File: config.mk
export PLATFORM = sky130hd
export DESIGN_NAME = adaptive_ema_light_mode_detector_flat
export DESIGN_NICKNAME = d
export VERILOG_FILES = /design/src/hw/rtl/aema_pkg.sv /design/src/hw/rtl/aema_if.sv /design/src/hw/rtl/aema_front.sv /design/src/hw/rtl/aema_fifo.sv /design/src/hw/rtl/aema_back.sv /design/src/hw/rtl/adaptive_ema_light_mode_detector.sv /design/src/flat_wrapper.sv
export SDC_FILE = /design/constraint.sdc
export NUM_CORES = 2
export LEC_CHECK = 0
export ABC_AREA = 1
export BUFFER_PORTS_ARGS = -buffer_cell sky130_fd_sc_hd__buf_2
export CAP_MARGIN = 20
export CORE_AREA = 4 4 235 237
export CTS_BUF_LIST = sky130_fd_sc_hd__clkbuf_4
export CTS_CLUSTER_DIAMETER = 50
export CTS_CLUSTER_SIZE = 25
export DETAILED_ROUTE_END_ITERATION = 12
export DIE_AREA = 0 0 239 241
export PLACE_DENSITY = 0.83
export SLEW_MARGIN = 20
export SYNTH_ARGS = -nofsm -noshare
export SYNTH_HDL_FRONTEND = slang
export SYNTH_SLANG_ARGS = --single-unit
File: constraint.sdc
create_clock -name i_clk -period 17.92 [get_ports i_clk]
set_clock_uncertainty 0.15 [all_clocks]
set_input_delay 0 -clock i_clk [delete_from_list [all_inputs] [get_ports i_clk]]
set_output_delay 0 -clock i_clk [all_outputs]
set_load 0.03 [all_outputs]
File: src/hw/rtl/aema_pkg.sv
// Shared constants, codes and types of the adaptive EMA light mode detector.
package aema_pkg;

    localparam int SAMPLE_BITS_DEF = 12;
    localparam int QUEUE_DEPTH_DEF = 2;

    localparam int MV_W          = 12;
    localparam int MV_FULL_SCALE = 3300;
    localparam int FRAC_W        = 16;
    localparam int LEVEL_W       = MV_W + FRAC_W;
    localparam int ALPHA_W       = 16;
    localparam int THR_W         = 12;

    localparam int CFG_IDX_W  = 3;
    localparam int CFG_DATA_W = 16;

    localparam logic [ALPHA_W-1:0] SLOW_WT_RST   = 16'd3277;
    localparam logic [ALPHA_W-1:0] FAST_WT_RST   = 16'd52429;
    localparam logic [THR_W-1:0]   DELTA_THR_RST = 12'd150;
    localparam logic [THR_W-1:0]   NIGHT_THR_RST = 12'd1000;
    localparam logic [THR_W-1:0]   DAY_THR_RST   = 12'd1500;

    typedef enum logic [CFG_IDX_W-1:0] {
        CFG_SLOW_WT   = 3'd0,
        CFG_FAST_WT   = 3'd1,
        CFG_DELTA_THR = 3'd2,
        CFG_NIGHT_THR = 3'd3,
        CFG_DAY_THR   = 3'd4
    } t_cfg_idx;

    typedef struct packed {
        logic [ALPHA_W-1:0] slow_wt;
        logic [ALPHA_W-1:0] fast_wt;
        logic [THR_W-1:0]   delta_thr;
        logic [THR_W-1:0]   night_thr;
        logic [THR_W-1:0]   day_thr;
    } t_cfg;

    typedef struct packed {
        logic [MV_W-1:0] sample_mv;
        logic [MV_W-1:0] smooth_mv;
        logic            is_night;
    } t_result;

endpackage

File: src/hw/rtl/aema_if.sv
// Channel interfaces: sample input, result output and configuration write.
interface aema_in_if #(
    parameter int SAMPLE_BITS = aema_pkg::SAMPLE_BITS_DEF
);
    logic                   valid;
    logic                   ready;
    logic [SAMPLE_BITS-1:0] raw_sample;

    modport source (output valid, output raw_sample, input ready);
    modport sink   (input valid, input raw_sample, output ready);
endinterface

interface aema_res_if;
    logic                      valid;
    logic                      ready;
    logic [aema_pkg::MV_W-1:0] sample_mv;
    logic [aema_pkg::MV_W-1:0] smooth_mv;
    logic                      is_night;

    modport source (output valid, output sample_mv, output smooth_mv, output is_night,
                    input ready);
    modport sink   (input valid, input sample_mv, input smooth_mv, input is_night,
                    output ready);
endinterface

interface aema_cfg_if;
    logic                            valid;
    logic                            ready;
    logic [aema_pkg::CFG_IDX_W-1:0]  index;
    logic [aema_pkg::CFG_DATA_W-1:0] data;

    modport source (output valid, output index, output data, input ready);
    modport sink   (input valid, input index, input data, output ready);
endinterface

File: src/hw/rtl/aema_front.sv
// Front stage: accept raw samples and scale them to millivolts.
module aema_front #(
    parameter int SAMPLE_BITS = aema_pkg::SAMPLE_BITS_DEF
) (
    input  logic                      i_clk,
    input  logic                      i_rst_n,
    input  logic                      i_valid,
    output logic                      o_ready,
    input  logic [SAMPLE_BITS-1:0]    i_raw,
    output logic                      o_valid,
    input  logic                      i_ready,
    output logic [aema_pkg::MV_W-1:0] o_mv
);
    // raw * 3300 fits in SAMPLE_BITS + 12 bits
    localparam int XW = SAMPLE_BITS + aema_pkg::MV_W;
    localparam logic [XW-1:0] FULL = XW'((64'd1 << SAMPLE_BITS) - 64'd1);

    logic                      r_valid;
    logic [aema_pkg::MV_W-1:0] r_mv;
    logic [aema_pkg::MV_W-1:0] n_mv;
    logic [XW-1:0] prod, hi1, sum1, hi2, sum2, quot;

    // x / (2^n - 1): fold the high part onto the low part twice, the
    // remaining sum is below twice the divisor, so one compare finishes it
    always_comb begin
        prod = XW'(i_raw) * XW'(aema_pkg::MV_FULL_SCALE);
        hi1  = prod >> SAMPLE_BITS;
        sum1 = hi1 + (prod & FULL);
        hi2  = sum1 >> SAMPLE_BITS;
        sum2 = hi2 + (sum1 & FULL);
        quot = hi1 + hi2 + ((sum2 >= FULL) ? XW'(1) : XW'(0));
        n_mv = quot[aema_pkg::MV_W-1:0];
    end

    assign o_ready = !r_valid || i_ready;
    assign o_valid = r_valid;
    assign o_mv    = r_mv;

    always_ff @(posedge i_clk) begin
        if (!i_rst_n) begin
            r_valid <= 1'b0;
        end else if (o_ready) begin
            r_valid <= i_valid;
        end
        if (i_valid && o_ready) begin
            r_mv <= n_mv;
        end
    end

endmodule

File: src/hw/rtl/aema_fifo.sv
// Short queue of millivolt values between the front and back stages.
module aema_fifo #(
    parameter int DEPTH = aema_pkg::QUEUE_DEPTH_DEF
) (
    input  logic                      i_clk,
    input  logic                      i_rst_n,
    input  logic                      i_valid,
    output logic                      o_ready,
    input  logic [aema_pkg::MV_W-1:0] i_data,
    output logic                      o_valid,
    input  logic                      i_ready,
    output logic [aema_pkg::MV_W-1:0] o_data
);
    localparam int PW = (DEPTH > 1) ? $clog2(DEPTH) : 1;
    localparam int CW = $clog2(DEPTH + 1);

    logic [aema_pkg::MV_W-1:0] r_mem [DEPTH];
    logic [PW-1:0]             r_wr_ptr, r_rd_ptr;
    logic [CW-1:0]             r_count;
    logic                      wr_en, rd_en;

    assign o_ready = (r_count != CW'(DEPTH));
    assign o_valid = (r_count != CW'(0));
    assign o_data  = r_mem[r_rd_ptr];
    assign wr_en   = i_valid && o_ready;
    assign rd_en   = o_valid && i_ready;

    always_ff @(posedge i_clk) begin
        if (!i_rst_n) begin
            r_wr_ptr <= '0;
            r_rd_ptr <= '0;
            r_count  <= '0;
        end else begin
            if (wr_en) begin
                r_wr_ptr <= (r_wr_ptr == PW'(DEPTH - 1)) ? '0 : r_wr_ptr + PW'(1);
            end
            if (rd_en) begin
                r_rd_ptr <= (r_rd_ptr == PW'(DEPTH - 1)) ? '0 : r_rd_ptr + PW'(1);
            end
            if (wr_en && !rd_en) begin
                r_count <= r_count + CW'(1);
            end else if (rd_en && !wr_en) begin
                r_count <= r_count - CW'(1);
            end
        end
        if (wr_en) begin
            r_mem[r_wr_ptr] <= i_data;
        end
    end

endmodule

File: src/hw/rtl/aema_back.sv
// Back stages: adaptive EMA update, then day/night hysteresis into the output register.
module aema_back (
    input  logic                      i_clk,
    input  logic                      i_rst_n,
    input  aema_pkg::t_cfg            i_cfg,
    input  logic                      i_valid,
    output logic                      o_ready,
    input  logic [aema_pkg::MV_W-1:0] i_mv,
    output logic                      o_valid,
    input  logic                      i_ready,
    output aema_pkg::t_result         o_res
);
    localparam int MV_W    = aema_pkg::MV_W;
    localparam int FRAC_W  = aema_pkg::FRAC_W;
    localparam int LEVEL_W = aema_pkg::LEVEL_W;
    localparam int ALPHA_W = aema_pkg::ALPHA_W;
    localparam int PROD_W  = LEVEL_W + ALPHA_W + 2;
    localparam int STEP_W  = PROD_W - FRAC_W;

    // filter state
    logic               r_primed;
    logic [LEVEL_W-1:0] r_level;
    logic [LEVEL_W-1:0] n_level;
    // update stage
    logic               r_a_valid;
    logic [MV_W-1:0]    r_a_mv;
    logic [MV_W-1:0]    r_a_filt;
    // output stage
    logic               r_b_valid;
    logic               r_night;
    logic               n_night;
    aema_pkg::t_result  r_b_res;

    logic                      in_acc, a_ready, b_ready, b_load;
    logic [LEVEL_W-1:0]        sample_q, level_eff;
    logic [MV_W-1:0]           level_int, delta;
    logic [ALPHA_W-1:0]        alpha;
    logic signed [LEVEL_W:0]   diff;
    logic signed [PROD_W-1:0]  prod;
    logic signed [STEP_W-1:0]  sum_full;

    assign b_ready = !r_b_valid || i_ready;
    assign a_ready = !r_a_valid || b_ready;
    assign b_load  = r_a_valid && b_ready;
    assign in_acc  = i_valid && a_ready;
    assign o_ready = a_ready;

    // F' = F + floor(alpha * (S - F) / 2^16), identical to the weighted sum
    always_comb begin
        sample_q  = {i_mv, {FRAC_W{1'b0}}};
        level_eff = r_primed ? r_level : sample_q;
        level_int = level_eff[LEVEL_W-1:FRAC_W];
        delta     = (i_mv >= level_int) ? (i_mv - level_int) : (level_int - i_mv);
        alpha     = (delta > i_cfg.delta_thr) ? i_cfg.fast_wt : i_cfg.slow_wt;
        diff      = $signed({1'b0, sample_q}) - $signed({1'b0, level_eff});
        prod      = $signed({1'b0, alpha}) * diff;
        sum_full  = $signed({2'b00, level_eff}) + $signed(prod[PROD_W-1:FRAC_W]);
        n_level   = sum_full[LEVEL_W-1:0];
    end

    // only the condition of the current mode is tested
    always_comb begin
        if (r_night) begin
            n_night = !(r_a_filt > i_cfg.day_thr);
        end else begin
            n_night = (r_a_filt < i_cfg.night_thr);
        end
    end

    always_ff @(posedge i_clk) begin
        if (!i_rst_n) begin
            r_primed  <= 1'b0;
            r_night   <= 1'b0;
            r_a_valid <= 1'b0;
            r_b_valid <= 1'b0;
        end else begin
            if (in_acc) begin
                r_primed <= 1'b1;
            end
            if (a_ready) begin
                r_a_valid <= i_valid;
            end
            if (b_ready) begin
                r_b_valid <= r_a_valid;
            end
            if (b_load) begin
                r_night <= n_night;
            end
        end
        if (in_acc) begin
            r_level  <= n_level;
            r_a_mv   <= i_mv;
            r_a_filt <= n_level[LEVEL_W-1:FRAC_W];
        end
        if (b_load) begin
            r_b_res.sample_mv <= r_a_mv;
            r_b_res.smooth_mv <= r_a_filt;
            r_b_res.is_night  <= n_night;
        end
    end

    assign o_valid = r_b_valid;
    assign o_res   = r_b_res;

    a_primed_after_acc: assert property (@(posedge i_clk) disable iff (!i_rst_n)
        in_acc |=> r_primed)
        else $error("filter not primed after a sample");

    a_level_holds: assert property (@(posedge i_clk) disable iff (!i_rst_n)
        r_primed && !in_acc |=> $stable(r_level))
        else $error("filter level moved without a sample");

    a_mode_holds: assert property (@(posedge i_clk) disable iff (!i_rst_n)
        !b_load |=> $stable(r_night))
        else $error("mode changed without a result");

    a_update_stage_holds: assert property (@(posedge i_clk) disable iff (!i_rst_n)
        r_a_valid && !b_ready |=> r_a_valid && $stable(r_a_filt) && $stable(r_a_mv))
        else $error("update stage lost or changed its item under stall");

    a_result_mode: assert property (@(posedge i_clk) disable iff (!i_rst_n)
        b_load |=> (o_res.is_night == r_night))
        else $error("result mode differs from held mode");

endmodule

File: src/hw/rtl/adaptive_ema_light_mode_detector.sv
// Top level of the adaptive EMA light mode detector: config registers and stage wiring.
//
// Usage:
//   i_in  : one raw light sensor sample per transaction (raw_sample, low SAMPLE_BITS bits).
//   o_res : one result per sample, in order: sample_mv (raw * 3300 / (2^SAMPLE_BITS - 1),
//           truncated), smooth_mv (integer part of the 12.16 EMA level) and is_night.
//   i_cfg : register writes by index (0 slow weight, 1 fast weight, 2 delta threshold,
//           3 night threshold, 4 day threshold); always ready, other indexes are dropped.
//           Write only while no sample is in flight.
// Timing:
//   From the input transaction to the output transaction a sample passes, in order, the
//   millivolt scaling register, queue, EMA update register, hysteresis/output register.
//   Throughput is one sample per cycle while o_res.ready is high; the EMA update (one
//   17x29 multiply and add) closes on itself in r_level, as does the day/night mode register.
// Reset (i_rst_n low, synchronous): registers return to their defaults, the filter is
//   unprimed (the next sample seeds it) and the mode is day. Nothing is in flight.
// Stall: when o_res.ready is low the output register holds, the update stage holds,
//   and the QUEUE_DEPTH-entry queue (2 by default) plus the front register absorb further
//   samples before i_in.ready drops.
module adaptive_ema_light_mode_detector #(
    parameter int SAMPLE_BITS = aema_pkg::SAMPLE_BITS_DEF,
    parameter int QUEUE_DEPTH = aema_pkg::QUEUE_DEPTH_DEF
) (
    input  logic        i_clk,
    input  logic        i_rst_n,
    aema_in_if.sink     i_in,
    aema_res_if.source  o_res,
    aema_cfg_if.sink    i_cfg
);
    aema_pkg::t_cfg            r_cfg;
    aema_pkg::t_result         back_res;
    logic                      front_valid, front_ready;
    logic [aema_pkg::MV_W-1:0] front_mv;
    logic                      queue_valid, queue_ready;
    logic [aema_pkg::MV_W-1:0] queue_mv;
    logic                      cfg_wr;

    // configuration: always take the write, mask the data to the register width
    assign i_cfg.ready = 1'b1;
    assign cfg_wr      = i_cfg.valid;

    always_ff @(posedge i_clk) begin
        if (!i_rst_n) begin
            r_cfg.slow_wt   <= aema_pkg::SLOW_WT_RST;
            r_cfg.fast_wt   <= aema_pkg::FAST_WT_RST;
            r_cfg.delta_thr <= aema_pkg::DELTA_THR_RST;
            r_cfg.night_thr <= aema_pkg::NIGHT_THR_RST;
            r_cfg.day_thr   <= aema_pkg::DAY_THR_RST;
        end else if (cfg_wr) begin
            case (aema_pkg::t_cfg_idx'(i_cfg.index))
                aema_pkg::CFG_SLOW_WT: begin
                    r_cfg.slow_wt <= i_cfg.data[aema_pkg::ALPHA_W-1:0];
                end
                aema_pkg::CFG_FAST_WT: begin
                    r_cfg.fast_wt <= i_cfg.data[aema_pkg::ALPHA_W-1:0];
                end
                aema_pkg::CFG_DELTA_THR: begin
                    r_cfg.delta_thr <= i_cfg.data[aema_pkg::THR_W-1:0];
                end
                aema_pkg::CFG_NIGHT_THR: begin
                    r_cfg.night_thr <= i_cfg.data[aema_pkg::THR_W-1:0];
                end
                aema_pkg::CFG_DAY_THR: begin
                    r_cfg.day_thr <= i_cfg.data[aema_pkg::THR_W-1:0];
                end
                default: begin
                    // unknown index: drop the write
                end
            endcase
        end
    end

    // front: scale to millivolts
    aema_front #(
        .SAMPLE_BITS (SAMPLE_BITS)
    ) u_front (
        .i_clk   (i_clk),
        .i_rst_n (i_rst_n),
        .i_valid (i_in.valid),
        .o_ready (i_in.ready),
        .i_raw   (i_in.raw_sample),
        .o_valid (front_valid),
        .i_ready (front_ready),
        .o_mv    (front_mv)
    );

    // queue: decouple the front from a stalled back end
    aema_fifo #(
        .DEPTH (QUEUE_DEPTH)
    ) u_fifo (
        .i_clk   (i_clk),
        .i_rst_n (i_rst_n),
        .i_valid (front_valid),
        .o_ready (front_ready),
        .i_data  (front_mv),
        .o_valid (queue_valid),
        .i_ready (queue_ready),
        .o_data  (queue_mv)
    );

    // back: filter update and day/night decision
    aema_back u_back (
        .i_clk   (i_clk),
        .i_rst_n (i_rst_n),
        .i_cfg   (r_cfg),
        .i_valid (queue_valid),
        .o_ready (queue_ready),
        .i_mv    (queue_mv),
        .o_valid (o_res.valid),
        .i_ready (o_res.ready),
        .o_res   (back_res)
    );

    assign o_res.sample_mv = back_res.sample_mv;
    assign o_res.smooth_mv = back_res.smooth_mv;
    assign o_res.is_night  = back_res.is_night;

endmodule
File: src/flat_wrapper.sv
// flat-port wrapper written by rule: the top's interface ports become plain ports
module adaptive_ema_light_mode_detector_flat 
#(
    parameter int SAMPLE_BITS = aema_pkg::SAMPLE_BITS_DEF,
    parameter int QUEUE_DEPTH = aema_pkg::QUEUE_DEPTH_DEF
)
  (i_clk, i_rst_n, i_in_valid, i_in_raw_sample, i_in_ready, o_res_valid, o_res_sample_mv, o_res_smooth_mv, o_res_is_night, o_res_ready, i_cfg_valid, i_cfg_index, i_cfg_data, i_cfg_ready);
  aema_in_if #(.SAMPLE_BITS(SAMPLE_BITS)) i_in_i ();
  aema_res_if o_res_i ();
  aema_cfg_if i_cfg_i ();
  input  logic i_clk;
  input  logic i_rst_n;
  input wire logic [$bits(i_in_i.valid)-1:0] i_in_valid;
  input wire logic [$bits(i_in_i.raw_sample)-1:0] i_in_raw_sample;
  output wire logic [$bits(i_in_i.ready)-1:0] i_in_ready;
  output wire logic [$bits(o_res_i.valid)-1:0] o_res_valid;
  output wire logic [$bits(o_res_i.sample_mv)-1:0] o_res_sample_mv;
  output wire logic [$bits(o_res_i.smooth_mv)-1:0] o_res_smooth_mv;
  output wire logic [$bits(o_res_i.is_night)-1:0] o_res_is_night;
  input wire logic [$bits(o_res_i.ready)-1:0] o_res_ready;
  input wire logic [$bits(i_cfg_i.valid)-1:0] i_cfg_valid;
  input wire logic [$bits(i_cfg_i.index)-1:0] i_cfg_index;
  input wire logic [$bits(i_cfg_i.data)-1:0] i_cfg_data;
  output wire logic [$bits(i_cfg_i.ready)-1:0] i_cfg_ready;
  assign i_in_i.valid = i_in_valid;
  assign i_in_i.raw_sample = i_in_raw_sample;
  assign i_in_ready = i_in_i.ready;
  assign o_res_valid = o_res_i.valid;
  assign o_res_sample_mv = o_res_i.sample_mv;
  assign o_res_smooth_mv = o_res_i.smooth_mv;
  assign o_res_is_night = o_res_i.is_night;
  assign o_res_i.ready = o_res_ready;
  assign i_cfg_i.valid = i_cfg_valid;
  assign i_cfg_i.index = i_cfg_index;
  assign i_cfg_i.data = i_cfg_data;
  assign i_cfg_ready = i_cfg_i.ready;
  adaptive_ema_light_mode_detector #(.SAMPLE_BITS(SAMPLE_BITS), .QUEUE_DEPTH(QUEUE_DEPTH)) u_core (.i_clk(i_clk), .i_rst_n(i_rst_n), .i_in(i_in_i), .o_res(o_res_i), .i_cfg(i_cfg_i));
endmodule
==> results.json <==
{
  "outcome": "complete, no violations",
  "multiInputGateArea_um2": 21600,
  "design.portCount": 64,
  "grt_first_pass_wirelength_mm": 133,
  "clk-insertion-delay-late_ns": 0.61,
  "postSynthCellCount": 3683,
  "worst_setup_path_endpoint": "u_core.u_back.r_level[27]$_DFFE_PP_",
  "dp.final_hpwl_mm": 67.9,
  "synthesis.area_um2": 29900,
  "layout_common_cells": "sky130_fd_sc_hd__inv_1 (860), sky130_fd_sc_hd__nand2_1 (648), sky130_fd_sc_hd__fa_1 (469)",
  "worst_r2r_path_depth": 57,
  "first_global_vias": 25600,
  "layout.cells.non_filler": 4456,
  "layout_worst_path_cycle_share_pct": 82.3,
  "setup_tns_after_final_layout_ns": 0,
  "floorplan.rows": 85,
  "placeable_core_region_um2": 53300,
  "worst_hold_path_type": "primary input to flop",
  "yosysWarnings": 0,
  "initial_core_util_pct": 56.1,
  "ff2ff_setup_slack_ns": 3.17,
  "vias_per_cell": 5.55,
  "crit_path_max_incr_delay_ns": 0.98,
  "layout_commonest_cell": "sky130_fd_sc_hd__inv_1",
  "setup_repair_after_global_routing_missed_its_margin": "false",
  "critPathKind": "flop to flop",
  "setup-violations-final": 0,
  "layout-drive-gt1-share_pct": 6.36,
  "design.final.nets": 4528,
  "syn2layout_area_growth_pct": 5.51,
  "worst-path-max-fanout": 24,
  "critPathCaptureType": "flop",
  "drt_drc_violations_left": 0,
  "yosys.cell_types.count": 62,
  "cts-buffers-inserted": 17,
  "gr-total-overflow": 0,
  "drt.antenna.violating_nets": 0,
  "die_w_um": 239,
  "timing_max_transition_violations_final": 0,
  "cts_root_buf": "sky130_fd_sc_hd__clkbuf_4",
  "cp.required_ns": 18.13,
  "critical_path_slowest_stage_cell": "sky130_fd_sc_hd__clkinv_1",
  "slew_of_the_pin_with_the_lowest_slew_margin_ns": 1.11,
  "share_of_the_yosys_chip_area_belonging_to_registers_pct": 15.4,
  "gp_routability_congestion": 1.02,
  "cts-root-to-sink-buffers": 2,
  "post-route-min-period_ns": 14.75,
  "worst-endpoint-arrival_ns": 14.95,
  "yosys_most_used_dff": "sky130_fd_sc_hd__edfxtp_1",
  "drt-total-wl_mm": 83.3,
  "buffer_ports.inserted": 62,
  "track_usage_pct": 29.3,
  "synth.net_count": 4465,
  "final_design_area_no_fill_um2": 31600,
  "ctsHtreeMaxLevel": 4,
  "synth_edf_count": 101,
  "placedInstanceArea_um2": 30900,
  "tritoncts": "done",
  "critical_path.reg2reg.endpoint": "u_core.u_back.r_level[27]$_DFFE_PP_",
  "detail_route.iter0.violations": 2026,
  "synth_area_per_cell_um2": 8.12,
  "start_kind": "flop",
  "seq_area_um2": 4590,
  "drt_pass1_iterations": 5,
  "fmax_ghz": 0.0678,
  "post_cts_resize_count": 0,
  "postSynth.asyncResetShare_pct": 0,
  "chipHeight_um": 241,
  "grt_antenna_before_repair": 1,
  "cts.clk_slew.worst_paths_ns": 0.19,
  "crit_path_frequent_cell": "sky130_fd_sc_hd__inv_1",
  "headroom_to_the_max_slew_limit_pct": 25.6,
  "max_cap_violations": 0,
  "routed_wire_length_per_instance_um": 18.7,
  "timing.final.hold_violations": 0,
  "nFillCells": 4621,
  "vias": 24700,
  "dieArea_um2": 57600,
  "clock-sinks": 179,
  "postSynthRegisterBits": 179,
  "grt_start_max_net_pins": 68,
  "place.detailed.instances": 4383
}
## worst min path at each step
stage / from / end / slack (ns) / depth (start not counted)
after global placement: i_cfg_data[14] / u_core.r_cfg[50]$_SDFFE_PN1P_ / 0.08 / 3
after floorplan: i_cfg_data[0] / u_core.r_cfg[52]$_SDFFE_PN1P_ / -0.04 / 2
after global routing: i_cfg_data[0] / u_core.r_cfg[36]$_SDFFE_PN1P_ / 0.07 / 4
after CTS: i_cfg_data[13] / u_core.r_cfg[65]$_SDFFE_PN0P_ / 0.006 / 4
final: i_cfg_data[13] / u_core.r_cfg[65]$_SDFFE_PN0P_ / 0.05 / 4
after detailed placement: i_cfg_data[14] / u_core.r_cfg[50]$_SDFFE_PN1P_ / 0.09 / 3
## logic make-up (layout without fill, tap and decap cells)
kind of cell,after synthesis,after routing,synth area share [%]
mux,2,2,0.0669
flops,179,179,15.4
buf+inv,970,1046,12.5
xor+xnor,113,113,3.36
compound gates,452,452,8.47
simple gates,1220,1220,17.2
other cells,1,2,0.0125
fa+ha+maj,746,746,43.0
## synthesized netlist by cell type, types with 37 or more instances
library cell               number  area (µm²)
sky130_fd_sc_hd__a21oi_1      179         896
sky130_fd_sc_hd__buf_2         37         185
sky130_fd_sc_hd__dfxtp_1       78        1560
sky130_fd_sc_hd__edfxtp_1     101        3030
sky130_fd_sc_hd__fa_1         469        9390
sky130_fd_sc_hd__ha_1         277        3470
sky130_fd_sc_hd__inv_1        862        3240
sky130_fd_sc_hd__nand2_1      648        2430
sky130_fd_sc_hd__nand3_1       75         375
sky130_fd_sc_hd__nor2_1       364        1370
sky130_fd_sc_hd__o21ai_0      154         771
sky130_fd_sc_hd__xor2_1        79         692
## sequential cells by signal, summed over array words and instances (netlist names), named ones only
signal,flops
u_core.r_cfg,68
u_core.u_back.o_res,25
u_core.u_back.o_valid,1
u_core.u_back.r_a_mv,12
u_core.u_back.r_a_valid,1
u_core.u_back.r_level,28
u_core.u_back.r_night,1
u_core.u_back.r_primed,1
u_core.u_fifo.r_count,2
u_core.u_fifo.r_mem,24
u_core.u_fifo.r_rd_ptr,1
u_core.u_fifo.r_wr_ptr,1
u_core.u_front.o_mv,12
u_core.u_front.o_valid,1
## routing by layer
layer / global-route usage, % / wire length (µm) / up-vias
li1: - / - / 11300
met1: 36.9 / 31700 / 12000
met2: 49.6 / 39900 / 1090
met3: 5.39 / 7290 / 273
met4: 13.1 / 4370 / 0
met5: 0 / 0 / -
## layout make-up
class	instances	share of cell area, %
Antenna cell	1	0.00793
Sequential cell	179	14.6
Tap cell	696	2.76
Inverter	892	10.6
Multi-Input combinational cell	2534	68.4
Clock buffer	18	0.428
Clock inverter	14	0.448
Timing Repair Buffer	122	2.72
## critical path, delay by kind of cell, from the launching register on
family,cells,cell delay (ns)
xor gates and xnor gates,2,0.71
DFF,1,0.64
buffers and inverters,13,2.43
and+or+nand+nor,26,4.41
AOI/OAI and AO/OA,6,1.65
adders and majority gates,10,4.51
## stage by stage
| step | hold slack, ns | setup WS (ns) | utilization, % |
|---|---|---|---|
| 2_1_floorplan | -0.0368 | 6.78 | - |
| 3_3_place_gp | 0.0807 | 4.24 | 57.9 |
| 3_5_place_dp | 0.0930 | 3.82 | 57.9 |
| 4_1_cts | 0.00620 | 3.74 | 59.2 |
| 5_1_grt | 0.0725 | 2.20 | 59.2 |
| 6_report | 0.0508 | 3.17 | 59.2 |
## timing repair
action | 4_1_cts | 5_1_grt
buffers inserted | 0 | 0
hold endpoints to repair | 85 | 0
hold buffers | 39 | 0
endpoints found under the setup margin | 0 | 0
Power is left out: the tool's default activity adds up to more than one toggle a clock period on the data nets, which glitch-free logic cannot reach.
